$ cat src/hw/rtl/packet_filter_seq_dedup_macros.svh
// Assertion macros for the sequence-number duplicate filter
`ifndef PACKET_FILTER_SEQ_DEDUP_MACROS_SVH
`define PACKET_FILTER_SEQ_DEDUP_MACROS_SVH

// same-cycle implication
`define PFSD_ASSERT_NOW(label, clk, rst, ante, cons) \
   label: assert property (@(posedge clk) disable iff (rst) (ante) |-> (cons)) \
      else $error("pfsd check failed");

// next-cycle implication
`define PFSD_ASSERT_NEXT(label, clk, rst, ante, cons) \
   label: assert property (@(posedge clk) disable iff (rst) (ante) |=> (cons)) \
      else $error("pfsd check failed");

`endif

$ cat src/hw/rtl/pfsd_pkg.sv
// Shared types and constants of the sequence-number duplicate filter
package pfsd_pkg;

   localparam int unsigned HIST_ADDR_W = 10;
   localparam int unsigned SEQ_W       = 16;

   localparam logic [11:0] HEADER_BYTES  = 12'd12;
   localparam logic [11:0] MAX_DATAGRAM  = 12'd2048;
   localparam logic [10:0] MARKER_PLEN   = 11'd4;
   localparam logic [31:0] NODATA_MARKER = 32'h0068_3400;

   typedef enum logic [1:0] {
      VERDICT_ACCEPT = 2'd0,
      VERDICT_SHORT  = 2'd1,
      VERDICT_MARKER = 2'd2,
      VERDICT_DUP    = 2'd3
   } verdict_type;

   typedef struct packed {
      logic                   rd_en;
      logic [HIST_ADDR_W-1:0] rd_addr;
      logic                   wr_en;
      logic [HIST_ADDR_W-1:0] wr_addr;
      logic [SEQ_W-1:0]       wr_data;
      logic [SEQ_W-1:0]       key;
   } hist_ctl_type;

endpackage

$ cat src/hw/rtl/packet_filter_seq_dedup.sv
// Top level of the sequence-number duplicate filter: sequencer, ring pointers, result register
//
// One item is taken when start is high and busy is low; its result is shown on rsp_strobe for
// exactly one cycle and cannot be held off. Items that are too short, carry the no-data marker,
// or meet an empty history give their result in the cycle after start and never raise busy.
// Any other item walks the stored sequence numbers through the history RAM, one read and one
// compare per cycle, over at most fill_count entries (HISTORY_DEPTH at most); a duplicate found
// earlier ends the walk early. The single RAM read port sets that pace. There is no clearing
// pass after reset.
`include "packet_filter_seq_dedup_macros.svh"

module packet_filter_seq_dedup import pfsd_pkg::*; #(
   parameter int unsigned HISTORY_DEPTH = 128
) (
   input  logic        clock,
   input  logic        reset,
   input  logic        start,
   output logic        busy,
   input  logic [11:0] req_packet_length,
   input  logic [15:0] req_seq_number,
   input  logic [31:0] req_lead_bytes,
   output logic        rsp_strobe,
   output logic [1:0]  rsp_verdict,
   output logic [10:0] rsp_payload_length
);

   localparam int unsigned AW = $clog2(HISTORY_DEPTH);
   localparam int unsigned CW = $clog2(HISTORY_DEPTH + 1);

   typedef enum logic [2:0] {
      ST_IDLE   = 3'b001,
      ST_SEARCH = 3'b010,
      ST_LAST   = 3'b100
   } state_type;

   state_type        state_ff, state_in;
   logic [AW-1:0]    idx_ff, idx_in;
   logic [AW-1:0]    slot_ff, slot_in;
   logic [CW-1:0]    fill_ff, fill_in;
   logic             pend_ff, pend_in;
   logic [SEQ_W-1:0] seq_ff, seq_in;
   logic [10:0]      plen_ff, plen_in;
   logic             strobe_ff, strobe_in;
   verdict_type      verdict_ff, verdict_in;
   logic [10:0]      rsp_plen_ff, rsp_plen_in;

   logic [11:0]      len_clamp;
   logic [11:0]      plen_wide;
   logic             is_short;
   logic             is_marker;
   logic             hit;
   logic [AW-1:0]    slot_next;
   logic [CW-1:0]    fill_next;
   hist_ctl_type     hist_ctl;

   assign len_clamp = (req_packet_length > MAX_DATAGRAM) ? MAX_DATAGRAM : req_packet_length;
   assign plen_wide = len_clamp - HEADER_BYTES;
   assign is_short  = (len_clamp < HEADER_BYTES);
   assign is_marker = (plen_wide[10:0] == MARKER_PLEN) && (req_lead_bytes == NODATA_MARKER);
   assign slot_next = (slot_ff == AW'(HISTORY_DEPTH - 1)) ? '0 : slot_ff + 1'b1;
   assign fill_next = (fill_ff == CW'(HISTORY_DEPTH)) ? fill_ff : fill_ff + 1'b1;

   always_comb begin
      state_in         = state_ff;
      idx_in           = idx_ff;
      slot_in          = slot_ff;
      fill_in          = fill_ff;
      pend_in          = pend_ff;
      seq_in           = seq_ff;
      plen_in          = plen_ff;
      strobe_in        = 1'b0;
      verdict_in       = verdict_ff;
      rsp_plen_in      = rsp_plen_ff;
      hist_ctl.rd_en   = 1'b0;
      hist_ctl.rd_addr = HIST_ADDR_W'(idx_ff);
      hist_ctl.wr_en   = 1'b0;
      hist_ctl.wr_addr = HIST_ADDR_W'(slot_ff);
      hist_ctl.wr_data = seq_ff;
      hist_ctl.key     = seq_ff;
      unique case (state_ff)
         ST_IDLE: begin
            if (start) begin
               seq_in  = req_seq_number;
               plen_in = plen_wide[10:0];
               if (is_short) begin
                  strobe_in   = 1'b1;
                  verdict_in  = VERDICT_SHORT;
                  rsp_plen_in = '0;
               end else if (is_marker) begin
                  strobe_in   = 1'b1;
                  verdict_in  = VERDICT_MARKER;
                  rsp_plen_in = plen_wide[10:0];
               end else if (fill_ff == '0) begin
                  hist_ctl.wr_en   = 1'b1;
                  hist_ctl.wr_data = req_seq_number;
                  slot_in          = slot_next;
                  fill_in          = fill_next;
                  strobe_in        = 1'b1;
                  verdict_in       = VERDICT_ACCEPT;
                  rsp_plen_in      = plen_wide[10:0];
               end else begin
                  state_in = ST_SEARCH;
                  idx_in   = '0;
                  pend_in  = 1'b0;
               end
            end
         end
         ST_SEARCH: begin
            hist_ctl.rd_en = 1'b1;
            if (pend_ff && hit) begin
               state_in    = ST_IDLE;
               strobe_in   = 1'b1;
               verdict_in  = VERDICT_DUP;
               rsp_plen_in = plen_ff;
            end else if ((CW'(idx_ff) + 1'b1) == fill_ff) begin
               state_in = ST_LAST;
               pend_in  = 1'b1;
            end else begin
               idx_in  = idx_ff + 1'b1;
               pend_in = 1'b1;
            end
         end
         ST_LAST: begin
            state_in    = ST_IDLE;
            strobe_in   = 1'b1;
            rsp_plen_in = plen_ff;
            if (hit) begin
               verdict_in = VERDICT_DUP;
            end else begin
               verdict_in     = VERDICT_ACCEPT;
               hist_ctl.wr_en = 1'b1;
               slot_in        = slot_next;
               fill_in        = fill_next;
            end
         end
         default: begin
            state_in = ST_IDLE;
         end
      endcase
   end

   always_ff @(posedge clock) begin
      if (reset) begin
         state_ff  <= ST_IDLE;
         idx_ff    <= '0;
         slot_ff   <= '0;
         fill_ff   <= '0;
         pend_ff   <= 1'b0;
         strobe_ff <= 1'b0;
      end else begin
         state_ff  <= state_in;
         idx_ff    <= idx_in;
         slot_ff   <= slot_in;
         fill_ff   <= fill_in;
         pend_ff   <= pend_in;
         strobe_ff <= strobe_in;
      end
   end

   always_ff @(posedge clock) begin
      seq_ff      <= seq_in;
      plen_ff     <= plen_in;
      verdict_ff  <= verdict_in;
      rsp_plen_ff <= rsp_plen_in;
   end

   pfsd_hist #(
      .DEPTH(HISTORY_DEPTH)
   ) u_hist (
      .clock(clock),
      .ctl  (hist_ctl),
      .hit  (hit)
   );

   assign busy               = (state_ff != ST_IDLE);
   assign rsp_strobe         = strobe_ff;
   assign rsp_verdict        = verdict_ff;
   assign rsp_payload_length = rsp_plen_ff;

   `PFSD_ASSERT_NOW(a_short_zero_len, clock, reset,
      rsp_strobe && (rsp_verdict == VERDICT_SHORT), rsp_payload_length == '0)
   `PFSD_ASSERT_NOW(a_fill_bounded, clock, reset, 1'b1, fill_ff <= CW'(HISTORY_DEPTH))
   `PFSD_ASSERT_NEXT(a_write_means_accept, clock, reset,
      hist_ctl.wr_en, rsp_strobe && (rsp_verdict == VERDICT_ACCEPT))
   `PFSD_ASSERT_NEXT(a_short_fast, clock, reset,
      start && !busy && is_short, rsp_strobe && !busy)

endmodule

$ cat src/hw/rtl/pfsd_hist.sv
// History RAM with registered read and the shared sequence-number comparator
module pfsd_hist import pfsd_pkg::*; #(
   parameter int unsigned DEPTH = 128
) (
   input  logic         clock,
   input  hist_ctl_type ctl,
   output logic         hit
);

   localparam int unsigned AW = $clog2(DEPTH);

   logic [SEQ_W-1:0] mem_ff [DEPTH];
   logic [SEQ_W-1:0] rd_q_ff;

   always_ff @(posedge clock) begin
      if (ctl.wr_en) begin
         mem_ff[ctl.wr_addr[AW-1:0]] <= ctl.wr_data;
      end
   end

   always_ff @(posedge clock) begin
      if (ctl.rd_en) begin
         rd_q_ff <= mem_ff[ctl.rd_addr[AW-1:0]];
      end
   end

   assign hit = (rd_q_ff == ctl.key);

endmodule

$ cat config.mk
export PLATFORM = sky130hd
export DESIGN_NAME = packet_filter_seq_dedup
export DESIGN_NICKNAME = d
export VERILOG_FILES = /design/src/hw/rtl/pfsd_pkg.sv /design/src/hw/rtl/packet_filter_seq_dedup.sv /design/src/hw/rtl/pfsd_hist.sv
export VERILOG_INCLUDE_DIRS = /design/src /design/src/hw/rtl
export SDC_FILE = /design/constraint.sdc
export NUM_CORES = 2
export LEC_CHECK = 0
export ABC_CLOCK_PERIOD_IN_PS = 10040
export BUFFER_PORTS_ARGS = -buffer_cell sky130_fd_sc_hd__buf_2
export CORE_ASPECT_RATIO = 0.7
export CORE_MARGIN = 1.5
export CORE_UTILIZATION = 30
export DETAILED_ROUTE_END_ITERATION = 7
export GPL_ROUTABILITY_DRIVEN = 0
export HOLD_SLACK_MARGIN = 0.08
export PLACE_DENSITY = 0.53
export SLEW_MARGIN = 5
export SYNTH_ARGS = -nofsm -noshare
export SYNTH_HDL_FRONTEND = slang
export SYNTH_SLANG_ARGS = --single-unit
export TNS_END_PERCENT = 30
$ cat constraint.sdc
create_clock -name clock -period 10.04 [get_ports clock]
set_input_delay 0 -clock clock [delete_from_list [all_inputs] [get_ports clock]]
set_output_delay 0 -clock clock [all_outputs]
set_load 0.05 [all_outputs]
==> results.yml <==
timing:
  tns_ps: 0
  slew_headroom: 0.1039
  rsz0062_at_grt: "false"
  fmax_ghz: 0.1644
  period_share: 0.6057
  hold_viol_final: 0
  period_minus_slack_ps: 6082
  skew_ps: 81.95
  finalSetupViolCount: 0
  tightest_slew_ps: 1344
  slew_violations: 0
synth:
  synth-edff-count: 2104
  synth-seq-area-share: 0.7714
  netlist_area_mm2: 0.08260
  yosysWarnings: 0
  syn_inst: 3700
  synth.top_cells.by_area: "edfxtp_1, mux4_2, mux2i_1"
  ys.flop_type: "edfxtp_1"
  synthArstFlopShare: 0
  synth_most_common_cell: "edfxtp_1"
  synth_cell_type_count: 59
  syn_avg_cell_area_um2: 22.33
  yosys_register_bits: 2131
  ys_top_cells_by_count: "edfxtp_1, mux4_2, nor2_1, mux2i_1, nand2_1"
  synth_top_cell_by_area: "edfxtp_1"
  syn_nets: 3769
  yosys.area.top_type_share: 0.7649
route:
  drtPass1Iterations: 5
  drc_errors: 0
  via_count: 39086
  ant_nets: 0
  vias_per_cell: 5.052
  wl_per_cell_um: 28.31
  dr.first_iter.drc_count: 4884
  routed_wl_mm: 219.0
placement:
  dp_hpwl_mm: 130.8
  port_buffers: 77
floorplanning:
  die_y_um: 442.0
  die-area_mm2: 0.2786
  core_area_mm2: 0.2727
  start_util: 0.3030
  die_w_um: 630.2
  num_rows: 160
  boundaryPins: 78
pwr:
  pwr-share-clk: 0.377
  p_leak_nw: 27.50
  pwr-share-comb: 0.080
  fin_total_pwr_mw: 19.43
  netSwitchingFraction: 0.2369
  irDropWorstVdd_v: 0.0001732
  p_sw_mw: 4.603
  intPower_mw: 14.83
  power_density_mw_per_mm2: 205.3
  pwr-share-seq: 0.543
global_route:
  grt_pass1_wl_mm: 306.6
  grt_pass1_vias: 38774
  grt_max_degree: 125
  grt-ovfl-total: 0
  antenna_found_initial: 10
  grt_usage: 0.1542
clocking:
  clk_latency_ps: 860
  ctsHoldBuffers: 63
  htree_levels: 4
  post_cts_buffers: 0
  clock_sinks: 2131
  tritoncts: "built"
  clockRootBuffer: "clkbuf_16"
  cts_resized: 0
  cts_buffer_depth: 4
  cts.reportedPaths.clkPinSlew_ps: 70
  cts_buffers: 196
worst_setup_path:
  rrSetupSlack_ps: 4540
  max_stage_delay_ps: 1150
  cp_num_buf_inv: 6
  worstPathArrival_ps: 6520
  slowest_stage: "nor2_2"
  cp-start-kind: "input pin"
  end_kind: "flop"
  reg2reg_depth: 8
  path_delay_family: "simple AND/OR/NAND/NOR gates"
  critical_path_class: "input pin to flop"
  critical_path.most_common_cell: "dlygate4sd3_1"
  cp_max_fo: 20
  required_ps: 10480
  crit_chain: "dlygate4sd3_1, buf_2, dlygate4sd3_1, nand2_1, dlygate4sd3_1, ha_1, nor4b_1, dlygate4sd3_1, o2111ai_1, nor4_1, a41oi_4, buf_4, or2_1, nand3_2, nor2_2"
  r2r_start: "state_ff[1]"
  worstReg2RegEnd: "u_hist.mem_ff[44][0]"
worst_hold_path:
  min_path_cells: 2
  worstHoldPathType: "input pin to flop"
  hp-start: "start"
  hold_end: "plen_ff[6]"
layout:
  layout-drive-gt1-share: 0.2823
  areaGrowthSynthToFinish_pct: 14.58
  final_nets: 4008
status:
  status: "finished clean"
job:
  maxCapViolations: 0
[per-stage QoR]
step / cells / utilization / cell area, µm² / hold slack, ps / setup WS [ps]
2_1_floorplan: 3700 / - / 82600 / 98.87 / 6283
3_3_place_gp: 7323 / 0.3224 / 87920 / 202.6 / 4689
3_5_place_dp: 7323 / 0.3224 / 87920 / 204.9 / 4589
4_1_cts: 7729 / 0.3471 / 94630 / 96.56 / 4022
5_1_grt: 7730 / 0.3471 / 94630 / 132.0 / 3599
6_report: 7737 / 0.3471 / 94650 / 137.9 / 3958
[per-layer routing]
metal	track usage	routed length (µm)
met5	0.005128	203
met3	0.04561	19870
met4	0.03109	4120
met1	0.2337	101900
met2	0.2174	92960
[flip-flops by register name (all words and copies together), names as in the netlist]
register,flops
plen_ff,11
slot_ff,7
rsp_strobe,1
pend_ff,1
fill_ff,8
seq_ff,16
u_hist.mem_ff,2048
u_hist.rd_q_ff,16
state_ff,3
idx_ff,7
rsp_payload_length,11
rsp_verdict,2
[power groups by stage]
| stage | clock (mW) | combinational (mW) | sequential, mW |
|---|---|---|---|
| after floorplan | 0 | 0.627 | 10.8 |
| after global placement | 0 | 1.51 | 10.7 |
| after detailed placement | 0 | 1.56 | 10.8 |
| after CTS | 7.47 | 1.58 | 10.6 |
| after global routing | 7.81 | 1.65 | 10.6 |
| final | 7.33 | 1.55 | 10.6 |
[how the worst max path moves through the flow]
stage                                      from              endpoint  slack (ps)  depth (start not counted)
final                      req_packet_length[2]  u_hist.mem_ff[44][0]        3960                         15
after global routing       req_packet_length[2]  u_hist.mem_ff[44][0]        3600                         15
after CTS                  req_packet_length[2]  u_hist.mem_ff[44][0]        4020                         15
after detailed placement  req_packet_length[11]  u_hist.mem_ff[44][0]        4590                         13
after global placement              state_ff[1]  u_hist.mem_ff[44][2]        4690                          8
after floorplan                     state_ff[1]  u_hist.mem_ff[0][10]        6280                          9
[worst reg2reg max path, stage by stage (launching register included)]
cell,delay [ps]
dfxtp_1,380
nor2_1,180
and3_2,830
nand3b_1,250
a41oi_4,230
buf_4,420
or2_1,640
nand3_2,990
nor2_2,1170
[logic make-up after synthesis]
family / Yosys count / share of synthesized area
buffers and inverters: 207 / 0.01083
AND/OR/NAND/NOR: 462 / 0.02627
flip-flops: 2131 / 0.7714
XOR/XNOR: 28 / 0.002969
AO/OA/AOI/OAI: 124 / 0.01019
multiplexers: 742 / 0.1774
adder cells (fa/ha/maj): 6 / 0.0009088
[layout make-up]
type | instances | area [µm²]
antenna | 8 | 20.02
clock buffer | 244 | 5159
clock inverter | 99 | 923.4
fill | 25250 | 178000
inverter | 11 | 41.29
multi-input combinational | 1362 | 18350
sequential | 2131 | 63740
tap | 3645 | 4561
timing repair buffer | 237 | 1857
[cells in the final DEF (no fill, tap or decap), drive strengths merged, types with 4 or more instances in the layout]
| master | n |
|---|---|
| mux2i | 148 |
| nor3 | 11 |
| mux4 | 576 |
| dfxtp | 27 |
| inv | 15 |
| o22ai | 18 |
| ha | 6 |
| dlygate4sd3 | 63 |
| clkbuf | 244 |
| nor2 | 160 |
| bufinv | 17 |
| or2 | 4 |
| a22oi | 18 |
| xnor2 | 24 |
| clkinvlp | 5 |
| nand3 | 34 |
| edfxtp | 2104 |
| a22o | 4 |
| a2111oi | 16 |
| nand2 | 138 |
| nand3b | 6 |
| nand2b | 16 |
| or3 | 10 |
| clkinv | 73 |
| nor4 | 10 |
| and3 | 6 |
| buf | 174 |
| nor2b | 13 |
| diode | 8 |
| mux2 | 18 |
| xor2 | 4 |
| nor3b | 6 |
| nand4 | 29 |
| o21ai | 29 |
| a21oi | 19 |
| nor4b | 6 |
Power figures use the tool's default switching activity.
